`config.mk`:
```
export PLATFORM = sky130hd
export DESIGN_NAME = servo_timed_ramp_pwm_core
export DESIGN_NICKNAME = d
export VERILOG_FILES = /design/src/sv/strp_pkg.sv /design/src/sv/servo_timed_ramp_pwm_core.sv
export SDC_FILE = /design/constraint.sdc
export NUM_CORES = 2
export LEC_CHECK = 0
export ABC_AREA = 1
export BUFFER_PORTS_ARGS = -buffer_cell sky130_fd_sc_hd__buf_2
export CAP_MARGIN = 20
export CORE_ASPECT_RATIO = 1.25
export CORE_MARGIN = 4
export CORE_UTILIZATION = 55
export DETAILED_ROUTE_END_ITERATION = 8
export GPL_TIMING_DRIVEN = 0
export PLACE_DENSITY_LB_ADDON = 0.25
export SKIP_CTS_REPAIR_TIMING = 1
export SLEW_MARGIN = 20
export SYNTH_ARGS = -nofsm -noshare
export SYNTH_HDL_FRONTEND = slang
export SYNTH_SLANG_ARGS = --single-unit
export TNS_END_PERCENT = 50
```
`constraint.sdc`:
```
create_clock -name clk -period 8.3 [get_ports clk]
set_clock_uncertainty 0.15 [all_clocks]
set_input_delay 0.83 -clock clk [delete_from_list [all_inputs] [get_ports clk]]
set_output_delay 0.83 -clock clk [all_outputs]
set_load 0.1 [all_outputs]
```
`src/sv/strp_pkg.sv`:
```
// Package for the servo ramp PWM core: datapath ops, jump conditions,
// microcode step numbers, register indexes and the control-store function.
// No dependencies.
package strp_pkg;

	localparam int CFG_IDX_W  = 3;
	localparam int CFG_DATA_W = 32;

	localparam logic [CFG_IDX_W-1:0] REG_MIN_PULSE = 3'd0;
	localparam logic [CFG_IDX_W-1:0] REG_MAX_PULSE = 3'd1;
	localparam logic [CFG_IDX_W-1:0] REG_DEADZONE  = 3'd2;
	localparam logic [CFG_IDX_W-1:0] REG_IDLE_TMO  = 3'd3;
	localparam logic [CFG_IDX_W-1:0] REG_INVERT    = 3'd4;

	localparam logic [14:0] MIN_PULSE_RST = 15'd500;
	localparam logic [14:0] MAX_PULSE_RST = 15'd2400;
	localparam logic [7:0]  DEADZONE_RST  = 8'd2;
	localparam logic [31:0] IDLE_TMO_RST  = 32'd2000;

	localparam logic [7:0]  HOME_DEG  = 8'd90;
	localparam logic [15:0] HOME_Q8   = 16'd23040;
	localparam logic [7:0]  FULL_DEG  = 8'd180;
	localparam logic [15:0] PERIOD_US = 16'd20000;
	localparam logic [15:0] DUTY_MAX  = 16'hFFFF;

	// ceil(2^30 / 180) and ceil(2^34 / 625)
	localparam logic [22:0] RCP_DEG  = 23'd5965233;
	localparam logic [24:0] RCP_DUTY = 25'd27487791;

	typedef enum logic [3:0] {
		OP_NOP,
		OP_ELAPSED,
		OP_SPAN_MUL,
		OP_DIV_MOVE,
		OP_DIV_ITER,
		OP_INTERP,
		OP_FINISH,
		OP_PULSE_MUL,
		OP_DIV_DEG,
		OP_PULSE,
		OP_DIV_DUTY,
		OP_DUTY_Q,
		OP_DUTY_SAT,
		OP_EMIT,
		OP_IDLE_CHK,
		OP_TARGET
	} op_t;

	typedef enum logic [2:0] {
		COND_NEVER,
		COND_ALWAYS,
		COND_TARGET,
		COND_IDLE,
		COND_DONE,
		COND_DIV_MORE,
		COND_SAT,
		COND_NO_REDRIVE
	} cond_t;

	typedef logic [4:0] step_t;

	localparam step_t S_DISPATCH = 5'd0;
	localparam step_t S_ELAPSED  = 5'd1;
	localparam step_t S_SPAN     = 5'd2;
	localparam step_t S_DIVM     = 5'd3;
	localparam step_t S_ITERM    = 5'd4;
	localparam step_t S_INTERP   = 5'd5;
	localparam step_t S_FINISH   = 5'd6;
	localparam step_t S_DUTY     = 5'd7;
	localparam step_t S_DIVD     = 5'd8;
	localparam step_t S_PULSE    = 5'd9;
	localparam step_t S_DIVP     = 5'd10;
	localparam step_t S_DUTYQ    = 5'd11;
	localparam step_t S_SAT      = 5'd12;
	localparam step_t S_EMIT     = 5'd13;
	localparam step_t S_IDLECHK  = 5'd14;
	localparam step_t S_TGT      = 5'd15;
	localparam step_t S_REDRIVE  = 5'd16;

	typedef struct packed {
		op_t   op;
		cond_t cond;
		step_t jmp;
	} uword_t;

	function automatic uword_t ucode(input step_t s);
		uword_t w;
		w = '{op: OP_NOP, cond: COND_NEVER, jmp: S_DISPATCH};
		case (s)
			S_DISPATCH: w = '{op: OP_NOP,       cond: COND_TARGET,     jmp: S_TGT};
			S_ELAPSED:  w = '{op: OP_ELAPSED,   cond: COND_IDLE,       jmp: S_IDLECHK};
			S_SPAN:     w = '{op: OP_SPAN_MUL,  cond: COND_DONE,       jmp: S_FINISH};
			S_DIVM:     w = '{op: OP_DIV_MOVE,  cond: COND_NEVER,      jmp: S_DISPATCH};
			S_ITERM:    w = '{op: OP_DIV_ITER,  cond: COND_DIV_MORE,   jmp: S_ITERM};
			S_INTERP:   w = '{op: OP_INTERP,    cond: COND_ALWAYS,     jmp: S_DUTY};
			S_FINISH:   w = '{op: OP_FINISH,    cond: COND_NEVER,      jmp: S_DISPATCH};
			S_DUTY:     w = '{op: OP_PULSE_MUL, cond: COND_NEVER,      jmp: S_DISPATCH};
			S_DIVD:     w = '{op: OP_DIV_DEG,   cond: COND_NEVER,      jmp: S_DISPATCH};
			S_PULSE:    w = '{op: OP_PULSE,     cond: COND_NEVER,      jmp: S_DISPATCH};
			S_DIVP:     w = '{op: OP_DIV_DUTY,  cond: COND_SAT,        jmp: S_SAT};
			S_DUTYQ:    w = '{op: OP_DUTY_Q,    cond: COND_ALWAYS,     jmp: S_EMIT};
			S_SAT:      w = '{op: OP_DUTY_SAT,  cond: COND_NEVER,      jmp: S_DISPATCH};
			S_EMIT:     w = '{op: OP_EMIT,      cond: COND_NEVER,      jmp: S_DISPATCH};
			S_IDLECHK:  w = '{op: OP_IDLE_CHK,  cond: COND_ALWAYS,     jmp: S_EMIT};
			S_TGT:      w = '{op: OP_TARGET,    cond: COND_NO_REDRIVE, jmp: S_EMIT};
			S_REDRIVE:  w = '{op: OP_NOP,       cond: COND_ALWAYS,     jmp: S_DUTY};
			default:    w = '{op: OP_EMIT,      cond: COND_NEVER,      jmp: S_DISPATCH};
		endcase
		return w;
	endfunction

endpackage

```
`src/sv/servo_timed_ramp_pwm_core.sv`:
```
// Servo ramp PWM core: microcoded sequencer, shared 16x16 multiplier, radix-4
// serial divider for the ramp, reciprocal multipliers for the fixed divisions,
// configuration registers and output word register. Depends on strp_pkg.
//
// Usage: input words (kind, now_ms, target_angle, duration_ms) enter on
// in_valid/in_ready; each input word yields exactly one output word
// (duty, duty_written, pwm_active, angle_rounded, moving) on out_valid/
// out_ready. A target word starts a timed linear move unless it falls in
// the deadzone; an update word interpolates the angle, writes the duty and
// removes PWM after the idle timeout.
// Throughput: one word at a time; in_ready is high while the sequencer is
// idle. A mid-move update runs the elapsed, span, divide, interpolate and
// duty steps, a move's last update the finish and duty steps, an idle update
// the idle check, a target word the target step (plus the duty steps to
// re-drive the pulse); the next word is taken at the edge after out_valid
// rises. The output register holds a finished word, so the next input word
// is taken while it waits; if the receiver still stalls when the next word
// is done, the sequencer holds on its final step. Configuration writes take
// effect at once and are meant for idle periods. Reset sets the angle to 90
// degrees with pulses on, the idle timer unarmed and the registers to defaults.
module servo_timed_ramp_pwm_core (
	input  logic                           clk,
	input  logic                           arst_n,
	input  logic                           cfg_we,
	input  logic [strp_pkg::CFG_IDX_W-1:0]  cfg_idx,
	input  logic [strp_pkg::CFG_DATA_W-1:0] cfg_wdata,
	input  logic                           in_valid,
	output logic                           in_ready,
	input  logic                           kind,
	input  logic [31:0]                    now_ms,
	input  logic [7:0]                     target_angle,
	input  logic [15:0]                    duration_ms,
	output logic                           out_valid,
	input  logic                           out_ready,
	output logic [15:0]                    duty,
	output logic                           duty_written,
	output logic                           pwm_active,
	output logic [7:0]                     angle_rounded,
	output logic                           moving
);
	import strp_pkg::*;

	logic [14:0] min_pulse_q, max_pulse_q;
	logic [7:0]  deadzone_q;
	logic [31:0] idle_tmo_q;
	logic        invert_q;

	logic [15:0] cur_q, start_q;
	logic [7:0]  goal_q;
	logic [31:0] mstart_q, idle_since_q;
	logic [15:0] mlen_q;
	logic        armed_q, pulses_on_q;

	logic        busy_q;
	step_t       step_q;
	logic        kind_q;
	logic [31:0] now_q;
	logic [7:0]  tang_q;
	logic [15:0] dur_q;

	logic [31:0] t_q;
	logic        neg_q;
	logic [15:0] rem_q, dq_q, dsr_q;
	logic [2:0]  cnt_q;
	logic [15:0] pw_q;
	logic [15:0] duty_w_q;
	logic        wr_w_q;

	logic        out_valid_q;
	logic [15:0] duty_q;
	logic        duty_written_q, pwm_active_q, moving_q;
	logic [7:0]  angle_q;

	uword_t      uw;
	logic        take, emit_fire, jump;
	logic [16:0] cur_plus;
	logic [7:0]  rnd_c, ang_c, absdiff_c, a_cl, a_eff;
	logic [8:0]  diff_c;
	logic        move_c, idle_c;
	logic [16:0] span_c, span_mag, dlt_c, dlt_mag, interp_c, pulse_c;
	logic [15:0] mul_a, mul_b;
	logic [31:0] mul_c, idle_el;
	logic [45:0] deg_prod;
	logic [39:0] duty_prod;
	logic [16:0] r1, r2;
	logic        ge1, ge2;
	logic [15:0] r1s, r2s;

	assign uw        = ucode(step_q);
	assign in_ready  = !busy_q;
	assign take      = in_valid && !busy_q;
	assign emit_fire = busy_q && (uw.op == OP_EMIT) && (!out_valid_q || out_ready);

	always_comb begin
		cur_plus  = {1'b0, cur_q} + 17'd128;
		rnd_c     = cur_plus[15:8];
		ang_c     = (tang_q > FULL_DEG) ? FULL_DEG : tang_q;
		diff_c    = {1'b0, ang_c} - {1'b0, rnd_c};
		absdiff_c = diff_c[8] ? 8'(-diff_c) : diff_c[7:0];
		move_c    = absdiff_c >= deadzone_q;
		idle_el   = now_q - idle_since_q;
		idle_c    = pulses_on_q && (idle_tmo_q != 32'd0) && armed_q && (idle_el >= idle_tmo_q);

		span_c   = {1'b0, goal_q, 8'd0} - {1'b0, start_q};
		span_mag = span_c[16] ? -span_c : span_c;
		a_cl     = (cur_q[15:8] > FULL_DEG) ? FULL_DEG : cur_q[15:8];
		a_eff    = invert_q ? (FULL_DEG - a_cl) : a_cl;
		dlt_c    = {2'b00, max_pulse_q} - {2'b00, min_pulse_q};
		dlt_mag  = dlt_c[16] ? -dlt_c : dlt_c;

		if (uw.op == OP_SPAN_MUL) begin
			mul_a = span_mag[15:0];
			mul_b = t_q[15:0];
		end else begin
			mul_a = dlt_mag[15:0];
			mul_b = {8'd0, a_eff};
		end
		mul_c = {16'd0, mul_a} * {16'd0, mul_b};

		deg_prod  = {23'd0, t_q[22:0]} * {23'd0, RCP_DEG};
		duty_prod = {25'd0, pw_q[14:0]} * {15'd0, RCP_DUTY};

		interp_c = {1'b0, start_q} + (neg_q ? -{1'b0, dq_q} : {1'b0, dq_q});
		pulse_c  = {2'b00, min_pulse_q} + (neg_q ? -{1'b0, dq_q} : {1'b0, dq_q});

		r1  = {rem_q, dq_q[15]};
		ge1 = r1 >= {1'b0, dsr_q};
		r1s = ge1 ? 16'(r1 - {1'b0, dsr_q}) : r1[15:0];
		r2  = {r1s, dq_q[14]};
		ge2 = r2 >= {1'b0, dsr_q};
		r2s = ge2 ? 16'(r2 - {1'b0, dsr_q}) : r2[15:0];

		case (uw.cond)
			COND_NEVER:      jump = 1'b0;
			COND_ALWAYS:     jump = 1'b1;
			COND_TARGET:     jump = kind_q;
			COND_IDLE:       jump = (mlen_q == 16'd0);
			COND_DONE:       jump = (t_q >= {16'd0, mlen_q});
			COND_DIV_MORE:   jump = (cnt_q != 3'd7);
			COND_SAT:        jump = (pw_q >= PERIOD_US);
			COND_NO_REDRIVE: jump = !(move_c && !pulses_on_q);
			default:         jump = 1'b0;
		endcase
	end

	// configuration registers
	always_ff @(posedge clk or negedge arst_n) begin
		if (!arst_n) begin
			min_pulse_q <= MIN_PULSE_RST;
			max_pulse_q <= MAX_PULSE_RST;
			deadzone_q  <= DEADZONE_RST;
			idle_tmo_q  <= IDLE_TMO_RST;
			invert_q    <= 1'b0;
		end else if (cfg_we) begin
			case (cfg_idx)
				REG_MIN_PULSE: min_pulse_q <= cfg_wdata[14:0];
				REG_MAX_PULSE: max_pulse_q <= cfg_wdata[14:0];
				REG_DEADZONE:  deadzone_q  <= cfg_wdata[7:0];
				REG_IDLE_TMO:  idle_tmo_q  <= cfg_wdata[31:0];
				REG_INVERT:    invert_q    <= cfg_wdata[0];
				default:       ;
			endcase
		end
	end

	// sequencer and architectural state
	always_ff @(posedge clk or negedge arst_n) begin
		if (!arst_n) begin
			busy_q       <= 1'b0;
			step_q       <= S_DISPATCH;
			cur_q        <= HOME_Q8;
			start_q      <= HOME_Q8;
			goal_q       <= HOME_DEG;
			mstart_q     <= 32'd0;
			mlen_q       <= 16'd0;
			idle_since_q <= 32'd0;
			armed_q      <= 1'b0;
			pulses_on_q  <= 1'b1;
		end else if (!busy_q) begin
			if (take) begin
				busy_q <= 1'b1;
				step_q <= S_DISPATCH;
			end
		end else begin
			if (uw.op == OP_EMIT) begin
				if (emit_fire) begin
					busy_q <= 1'b0;
				end
			end else begin
				step_q <= jump ? uw.jmp : step_q + 5'd1;
			end
			case (uw.op)
				OP_INTERP: cur_q <= interp_c[15:0];
				OP_FINISH: begin
					cur_q        <= {goal_q, 8'd0};
					mlen_q       <= 16'd0;
					idle_since_q <= now_q;
					armed_q      <= 1'b1;
				end
				OP_DUTY_Q, OP_DUTY_SAT: pulses_on_q <= 1'b1;
				OP_IDLE_CHK: begin
					if (idle_c) begin
						pulses_on_q <= 1'b0;
					end
				end
				OP_TARGET: begin
					idle_since_q <= now_q;
					armed_q      <= 1'b1;
					if (move_c) begin
						start_q  <= cur_q;
						goal_q   <= ang_c;
						mstart_q <= now_q;
						mlen_q   <= (dur_q == 16'd0) ? 16'd1 : dur_q;
					end
				end
				default: ;
			endcase
		end
	end

	// input latch and datapath work registers
	always_ff @(posedge clk) begin
		if (take) begin
			kind_q   <= kind;
			now_q    <= now_ms;
			tang_q   <= target_angle;
			dur_q    <= duration_ms;
			duty_w_q <= 16'd0;
			wr_w_q   <= 1'b0;
		end else if (busy_q) begin
			case (uw.op)
				OP_ELAPSED: t_q <= now_q - mstart_q;
				OP_SPAN_MUL: begin
					t_q   <= mul_c;
					neg_q <= span_c[16];
				end
				OP_PULSE_MUL: begin
					t_q   <= mul_c;
					neg_q <= dlt_c[16];
				end
				OP_DIV_MOVE: begin
					rem_q <= t_q[31:16];
					dq_q  <= t_q[15:0];
					dsr_q <= mlen_q;
					cnt_q <= 3'd0;
				end
				OP_DIV_DEG:  dq_q <= deg_prod[45:30];
				OP_DIV_DUTY: dq_q <= duty_prod[38:23];
				OP_DIV_ITER: begin
					rem_q <= r2s;
					dq_q  <= {dq_q[13:0], ge1, ge2};
					cnt_q <= cnt_q + 3'd1;
				end
				OP_PULSE: pw_q <= pulse_c[16] ? 16'd0 : pulse_c[15:0];
				OP_DUTY_Q: begin
					duty_w_q <= dq_q;
					wr_w_q   <= 1'b1;
				end
				OP_DUTY_SAT: begin
					duty_w_q <= DUTY_MAX;
					wr_w_q   <= 1'b1;
				end
				OP_IDLE_CHK: begin
					if (idle_c) begin
						duty_w_q <= 16'd0;
						wr_w_q   <= 1'b1;
					end
				end
				default: ;
			endcase
		end
	end

	// output word register
	always_ff @(posedge clk or negedge arst_n) begin
		if (!arst_n) begin
			out_valid_q <= 1'b0;
		end else if (emit_fire) begin
			out_valid_q <= 1'b1;
		end else if (out_ready) begin
			out_valid_q <= 1'b0;
		end
	end

	always_ff @(posedge clk) begin
		if (emit_fire) begin
			duty_q         <= duty_w_q;
			duty_written_q <= wr_w_q;
			pwm_active_q   <= pulses_on_q;
			angle_q        <= rnd_c;
			moving_q       <= (mlen_q != 16'd0);
		end
	end

	assign out_valid     = out_valid_q;
	assign duty          = duty_q;
	assign duty_written  = duty_written_q;
	assign pwm_active    = pwm_active_q;
	assign angle_rounded = angle_q;
	assign moving        = moving_q;

endmodule

```
Word level (Yosys, flattened, before mapping)
Memories as Yosys holds them, arrays and structs flattened. Cells that the tools add are included.

ROM bits: 352. Logic and storage cells: 180. Register bits: 401. Memories kept: 1.

Memory list: (no name shown) (depth 32, width 11, read ports 1, clocked after Yosys merged registers in 0, wr ports 0, line strp_pkg.sv:89) `case (s)`.

Eq/ne operators: 30. $lt $le $gt $ge: 8. Multiplexer cells: 37. Multiply operators: 3. Bitwise operators: 1. Add/sub/neg operators: 17. Reductions and logical operators: 49.

Operators by type and width (count): two-way mux 16 bit (9); case mux 16 bit (2 select lines) (3); case mux 16 bit (4 select lines) (1); case mux 32 bit (2 select lines) (1); subtractor 32 bit (2); case mux 16 bit (3 select lines) (1); multiplier 23 x 23 -> 46 bit (second input constant) (1); multiplier 15 x 25 -> 39 bit (second input constant) (1); greater-or-equal comparator 17 x 16 -> 1 bit (2); == test 4 bit (second input constant) (8); greater-or-equal comparator 32 x 16 -> 1 bit (1); greater-or-equal comparator 32 bit (1); logical NOT 16 bit (2); multiplier 16 x 16 -> 32 bit (1); two-way mux 8 bit (4); negation 16 bit (2); nonzero test 32 bit (1); subtractor 16 bit (2); AND reduction 3 bit (10); two-way mux 5 bit (4); adder 15 x 17 -> 17 bit (1); two-way mux 17 bit (1); negation 16 -> 17 bit (1); subtractor 16 x 16 -> 17 bit (1); other kinds (34) (84).

Depth between registers and ports, before layout
Depth in word-level cells: 12. Depth in mapped cells: 45.

Worst setup path before layout
No wires, ideal clock.

Path kind: reg-to-reg. Start: reg min_pulse_q[0]. End: reg t_q[18] (data pin). Library setup time: 260 ps. Setup slack: 835 ps. Clock period less this slack: 7465 ps. Arrival: 7054 ps. Stages on the path, launching flop included: 39. Cell sequence: dfrtp_1 -> ha_1 -> inv_1 -> fa_1 -> inv_1 -> ha_1 -> nand2_1 -> nor2_1 -> nand2_1 -> nor2_1 -> nand2_1 -> nor2_1 -> nor2_1 -> nor2_1 -> nor2_1 -> nand2_1 -> nand2_2 -> inv_4 -> (+3 left out) -> fa_1 -> fa_1 -> inv_1 -> fa_1 -> inv_1 -> fa_1 -> inv_1 -> ha_1 -> a21oi_1 -> inv_1 -> a31oi_1 -> a21boi_0 -> inv_1 -> nand2_1 -> nand2_1 -> or2_2 -> nand3_1 -> o21ai_0.

Cells in the longest elaborated chain, start to end: 6.

Ends and longest elaborated chain: from (decl) (line servo_timed_ramp_pwm_core.sv:43) `logic [14:0] min_pulse_q, max_pulse_q;`; from (signal assigned) (line servo_timed_ramp_pwm_core.sv:156) `REG_MIN_PULSE: min_pulse_q <= cfg_wdata[14:0];`; subtractor 15 x 15 -> 16 bit (*) (line servo_timed_ramp_pwm_core.sv:108) `dlt_c = {2'b00, max_pulse_q} - {2'b00, min_pulse_q};`; negation 16 bit (line servo_timed_ramp_pwm_core.sv:109) `dlt_mag = dlt_c[16] ? -dlt_c : dlt_c;`; two-way mux 16 bit (*) (line servo_timed_ramp_pwm_core.sv:109); two-way mux 16 bit (*) (line servo_timed_ramp_pwm_core.sv:111) `if (uw.op == OP_SPAN_MUL) begin`; multiplier 16 x 16 -> 32 bit (*) (line servo_timed_ramp_pwm_core.sv:118) `mul_c = {16'd0, mul_a} * {16'd0, mul_b};`; case mux 32 bit (2 select lines) (*) (line servo_timed_ramp_pwm_core.sv:231) `case (uw.op)`; to (signal assigned) (line servo_timed_ramp_pwm_core.sv:232) `OP_ELAPSED: t_q <= now_q - mstart_q;`; to (signal assigned) (line servo_timed_ramp_pwm_core.sv:234) `t_q <= mul_c;`; to (signal assigned) (line servo_timed_ramp_pwm_core.sv:238) `t_q <= mul_c;`; to (decl) (line servo_timed_ramp_pwm_core.sv:61) `logic [31:0] t_q;`.

Every way passes the cells marked *; elsewhere a longest branch is shown, timed or not. A chain may end at the register's enable or synchronous reset.

Final worst setup path
Start: reg start_q[9]. End: reg t_q[29] (data pin).

Cells in the longest elaborated chain, start to end: 6.

Ends and longest elaborated chain: from (decl) (line servo_timed_ramp_pwm_core.sv:48) `logic [15:0] cur_q, start_q;`; from (signal assigned) (line servo_timed_ramp_pwm_core.sv:210) `start_q <= cur_q;`; subtractor 16 x 16 -> 17 bit (*) (line servo_timed_ramp_pwm_core.sv:104) `span_c = {1'b0, goal_q, 8'd0} - {1'b0, start_q};`; negation 16 bit (line servo_timed_ramp_pwm_core.sv:105) `span_mag = span_c[16] ? -span_c : span_c;`; two-way mux 16 bit (*) (line servo_timed_ramp_pwm_core.sv:105); two-way mux 16 bit (*) (line servo_timed_ramp_pwm_core.sv:111); multiplier 16 x 16 -> 32 bit (*) (line servo_timed_ramp_pwm_core.sv:118); case mux 32 bit (2 select lines) (*) (line servo_timed_ramp_pwm_core.sv:231).

Marks and branches as above.

==> run_results.csv <==
group,metric,value,unit
timing,timing.slew.headroom,23.6,%
global_route,grt_pass1_vias,45666,
critical_path,cp_slowest_cell,"sky130_fd_sc_hd__fa_1",
layout,nets,8011,
critical_path,worstPathMaxFanout,9,
global_route,grt_antenna_before_repair,2,
clock_network,clock_path_buffers,3,
critical_path,critical_path_max_stage_delay,590,ps
min_path,hold_class,"input port to asynchronous set/reset pin",
clock_network,clock_tree.root_cell,"sky130_fd_sc_hd__clkbuf_16",
synth,async_reset_ff_share,49.9,%
synth,yosysWarningCount,0,
clock_network,tritoncts_num_sinks,401,
layout,layout_common_cells,"sky130_fd_sc_hd__inv_1, sky130_fd_sc_hd__nand2_1, sky130_fd_sc_hd__ha_1",
layout,final_common_cell,"sky130_fd_sc_hd__inv_1",
timing,final-hold-violation-count,0,
timing,worst_pin_slew,1150,ps
clock_network,clock_latency,640,ps
global_route,global_router_s_overall_resource_usage,31.8,%
floorplanning,die_width,283,um
drt,vias,44742,
timing,tns,0,ps
layout,drive_gt1_share,9.71,%
timing,timing.final.ws_setup,201,ps
timing,report.final.slew_viol_count,0,
synth,synth_ff_type,"sky130_fd_sc_hd__edfxtp_1",
clock_network,htree_levels,2,
timing,rsz0062_at_grt,"true",
critical_path,cpMostUsedCell,"sky130_fd_sc_hd__nand2_2",
drt,detail_route.drc_violations,0,
global_route,globalRouteOverflowTotal,0,
job,drv_cap,0,
layout,layout.core_utilization,61.0,%
placed_design,io_buffer_count,125,
drt,ant_nets,0,
synth,ys_seq_area_share,21.0,%
floorplanning,number_of_placed_i_o_pins,126,
synth,synth-edff-count,184,
critical_path,critPathArrivalTime,8300,ps
synth,synthesis.nets,7791,
floorplanning,core-area,93400,sq um
floorplanning,design.die.area,99500,sq um
clock_network,tritoncts,"done",
global_route,first_pass_grt_wire_length,247000,um
global_route,grt_start_max_net_pins,78,
critical_path,timing.critical_path.from_type,"flop",
drt,postRouteWirelength,159000,um
placed_design,pre_cts_slack,-643,ps
timing,fmaxAchievable,0.123,GHz
timing,setup_violations,0,
clock_network,clkSlewWorstSetupHoldPaths,60,ps
drt,drt-vias-per-instance,5.61,
critical_path,cp.required,8500,ps
synth,synth-seq-cells,401,
drt,avgRoutedWirePerCell,19.9,um
critical_path,timing.setup.critical_path_class,"flop to flop",
placed_design,weighted_congestion_at_the_end_of_routability_driven_global_placement,1.00,
floorplanning,die_h,352,um
drt,drt_iter0_drc,3148,
placed_design,hpwl,133000,um
synth,number_of_distinct_library_cells_after_synthesis,67,
critical_path,endpoint_type_of_the_worst_setup_path,"flop",
layout,area_delta_synth_final,9.57,%
clock_network,cts_inserted_buffers,46,
outcome,status,"completed",
floorplanning,start_util,55.7,%
drt,detailedRoute.firstPassIterationCount,8,
timing,finalCriticalPeriod,8100,ps
synth,synth_area_per_cell,7.98,sq um
timing,post-route-period-util,97.6,%
synth,syn_inst,6511,
floorplanning,core.rowCount,125,
synth,syn-cell-area,52000,sq um
synthesized netlist by cell type (5+ instances only):
master | n | area [sq um]
sky130_fd_sc_hd__nand3_1 | 332 | 1660
sky130_fd_sc_hd__nand3b_1 | 28 | 210
sky130_fd_sc_hd__o21a_1 | 9 | 67.6
sky130_fd_sc_hd__nor2_2 | 39 | 244
sky130_fd_sc_hd__dfrtp_1 | 170 | 4250
sky130_fd_sc_hd__a21o_1 | 38 | 285
sky130_fd_sc_hd__dfxtp_1 | 17 | 340
sky130_fd_sc_hd__nand2_4 | 8 | 90.1
sky130_fd_sc_hd__o21bai_1 | 36 | 270
sky130_fd_sc_hd__buf_2 | 31 | 155
sky130_fd_sc_hd__or2_2 | 22 | 138
sky130_fd_sc_hd__o211ai_1 | 14 | 105
sky130_fd_sc_hd__xnor2_1 | 50 | 438
sky130_fd_sc_hd__nand3_2 | 14 | 140
sky130_fd_sc_hd__a31oi_1 | 25 | 156
sky130_fd_sc_hd__nor3_1 | 56 | 280
sky130_fd_sc_hd__nand4_1 | 68 | 425
sky130_fd_sc_hd__ha_1 | 682 | 8530
sky130_fd_sc_hd__o21ai_1 | 13 | 65.1
sky130_fd_sc_hd__o22ai_1 | 5 | 31.3
sky130_fd_sc_hd__o21ai_0 | 435 | 2180
sky130_fd_sc_hd__nor2_1 | 481 | 1810
sky130_fd_sc_hd__clkbuf_1 | 46 | 173
sky130_fd_sc_hd__dfstp_2 | 30 | 788
sky130_fd_sc_hd__a211oi_1 | 10 | 75.1
sky130_fd_sc_hd__a21oi_1 | 349 | 1750
sky130_fd_sc_hd__buf_4 | 9 | 67.6
sky130_fd_sc_hd__edfxtp_1 | 184 | 5530
sky130_fd_sc_hd__a21boi_0 | 22 | 165
sky130_fd_sc_hd__inv_2 | 29 | 109
sky130_fd_sc_hd__a21oi_2 | 7 | 61.3
sky130_fd_sc_hd__o2111ai_1 | 7 | 61.3
sky130_fd_sc_hd__nor4_1 | 29 | 181
sky130_fd_sc_hd__o21ai_2 | 5 | 43.8
sky130_fd_sc_hd__nand2_2 | 38 | 238
sky130_fd_sc_hd__xor2_1 | 95 | 832
sky130_fd_sc_hd__inv_1 | 1352 | 5070
sky130_fd_sc_hd__fa_1 | 501 | 10000
sky130_fd_sc_hd__buf_6 | 9 | 101
sky130_fd_sc_hd__nand2_1 | 1164 | 4370
logic make-up after synthesis:
| kind of cell | count (synthesis) | share of synthesized area, % |
|---|---|---|
| buffers and inverters | 1487 | 11.0 |
| XOR/XNOR | 148 | 2.54 |
| adder cells (fa/ha/maj) | 1183 | 35.7 |
| AND/OR/NAND/NOR | 2296 | 19.2 |
| AO/OA/AOI/OAI | 995 | 10.6 |
| multiplexers | 1 | 0.0193 |
| flip-flops | 401 | 21.0 |
per-layer routing:
layer	up-vias	wire length [um]	global-route usage [%]
met1	21400	59500	36.3
li1	21265	-	-
met2	1530	78200	57.1
met4	2	12300	18.9
met5	-	18	0
met3	545	8910	4.18
final timing paths:
kind                                      to  slack, ps   startpoint  cells past startpoint
worst max-delay path                 t_q[29]        200   start_q[9]                     40
worst min-delay path            mstart_q[28]         20       arst_n                      1
worst max register to register       t_q[29]        200   start_q[9]                     40
worst min register to register       duty[9]        280  duty_w_q[9]                      0
max in group asynchronous          out_valid       6800       arst_n                      3
min in group clk                   now_q[31]        210   now_ms[31]                      1
critical path: cells and delay by family (launching register included):
| kind | cells | cell delay, ps |
|---|---|---|
| adder cells (fa/ha/maj) | 8 | 3750 |
| AND/OR/NAND/NOR | 18 | 1610 |
| buffers and inverters | 8 | 880 |
| AO/OA/AOI/OAI | 6 | 870 |
| flip-flops | 1 | 560 |
per-stage QoR:
stage                     std cells  instance area, sq um  hold WS [ps]
final                          7976                 57000          15.3
after global routing           7975                 57000          45.6
after CTS                      7935                 55900          5.26
after detailed placement       7849                 54300           261
after global placement         7842                 54100           260
after floorplan                6511                 52000           253
registers in the layout (all words and copies together) (netlist names), 15 cells and up:
signal and cells:
dur_q 16, pw_q 16, dsr_q 16, t_q 32
max_pulse_q 15, mstart_q 32, rem_q 16, start_q 16
dq_q 16, mlen_q 16, idle_since_q 32, now_q 32
cur_q 16, duty 16, idle_tmo_q 32, min_pulse_q 15
duty_w_q 16
area by class of cell:
| cell class | count | area [sq um] |
|---|---|---|
| tap | 1206 | 1510 |
| clock buffer | 54 | 1220 |
| buffer | 99 | 547 |
| clock inverter | 32 | 350 |
| fill | 8368 | 36400 |
| antenna | 1 | 2.50 |
| sequential | 401 | 10900 |
| inverter | 1388 | 5260 |
| timing repair buffer | 172 | 1100 |
| multi-input combinational | 4623 | 36100 |
Power is left out: the tool's default activity adds up to more than one toggle a clock period on the data nets, which glitch-free logic cannot reach.
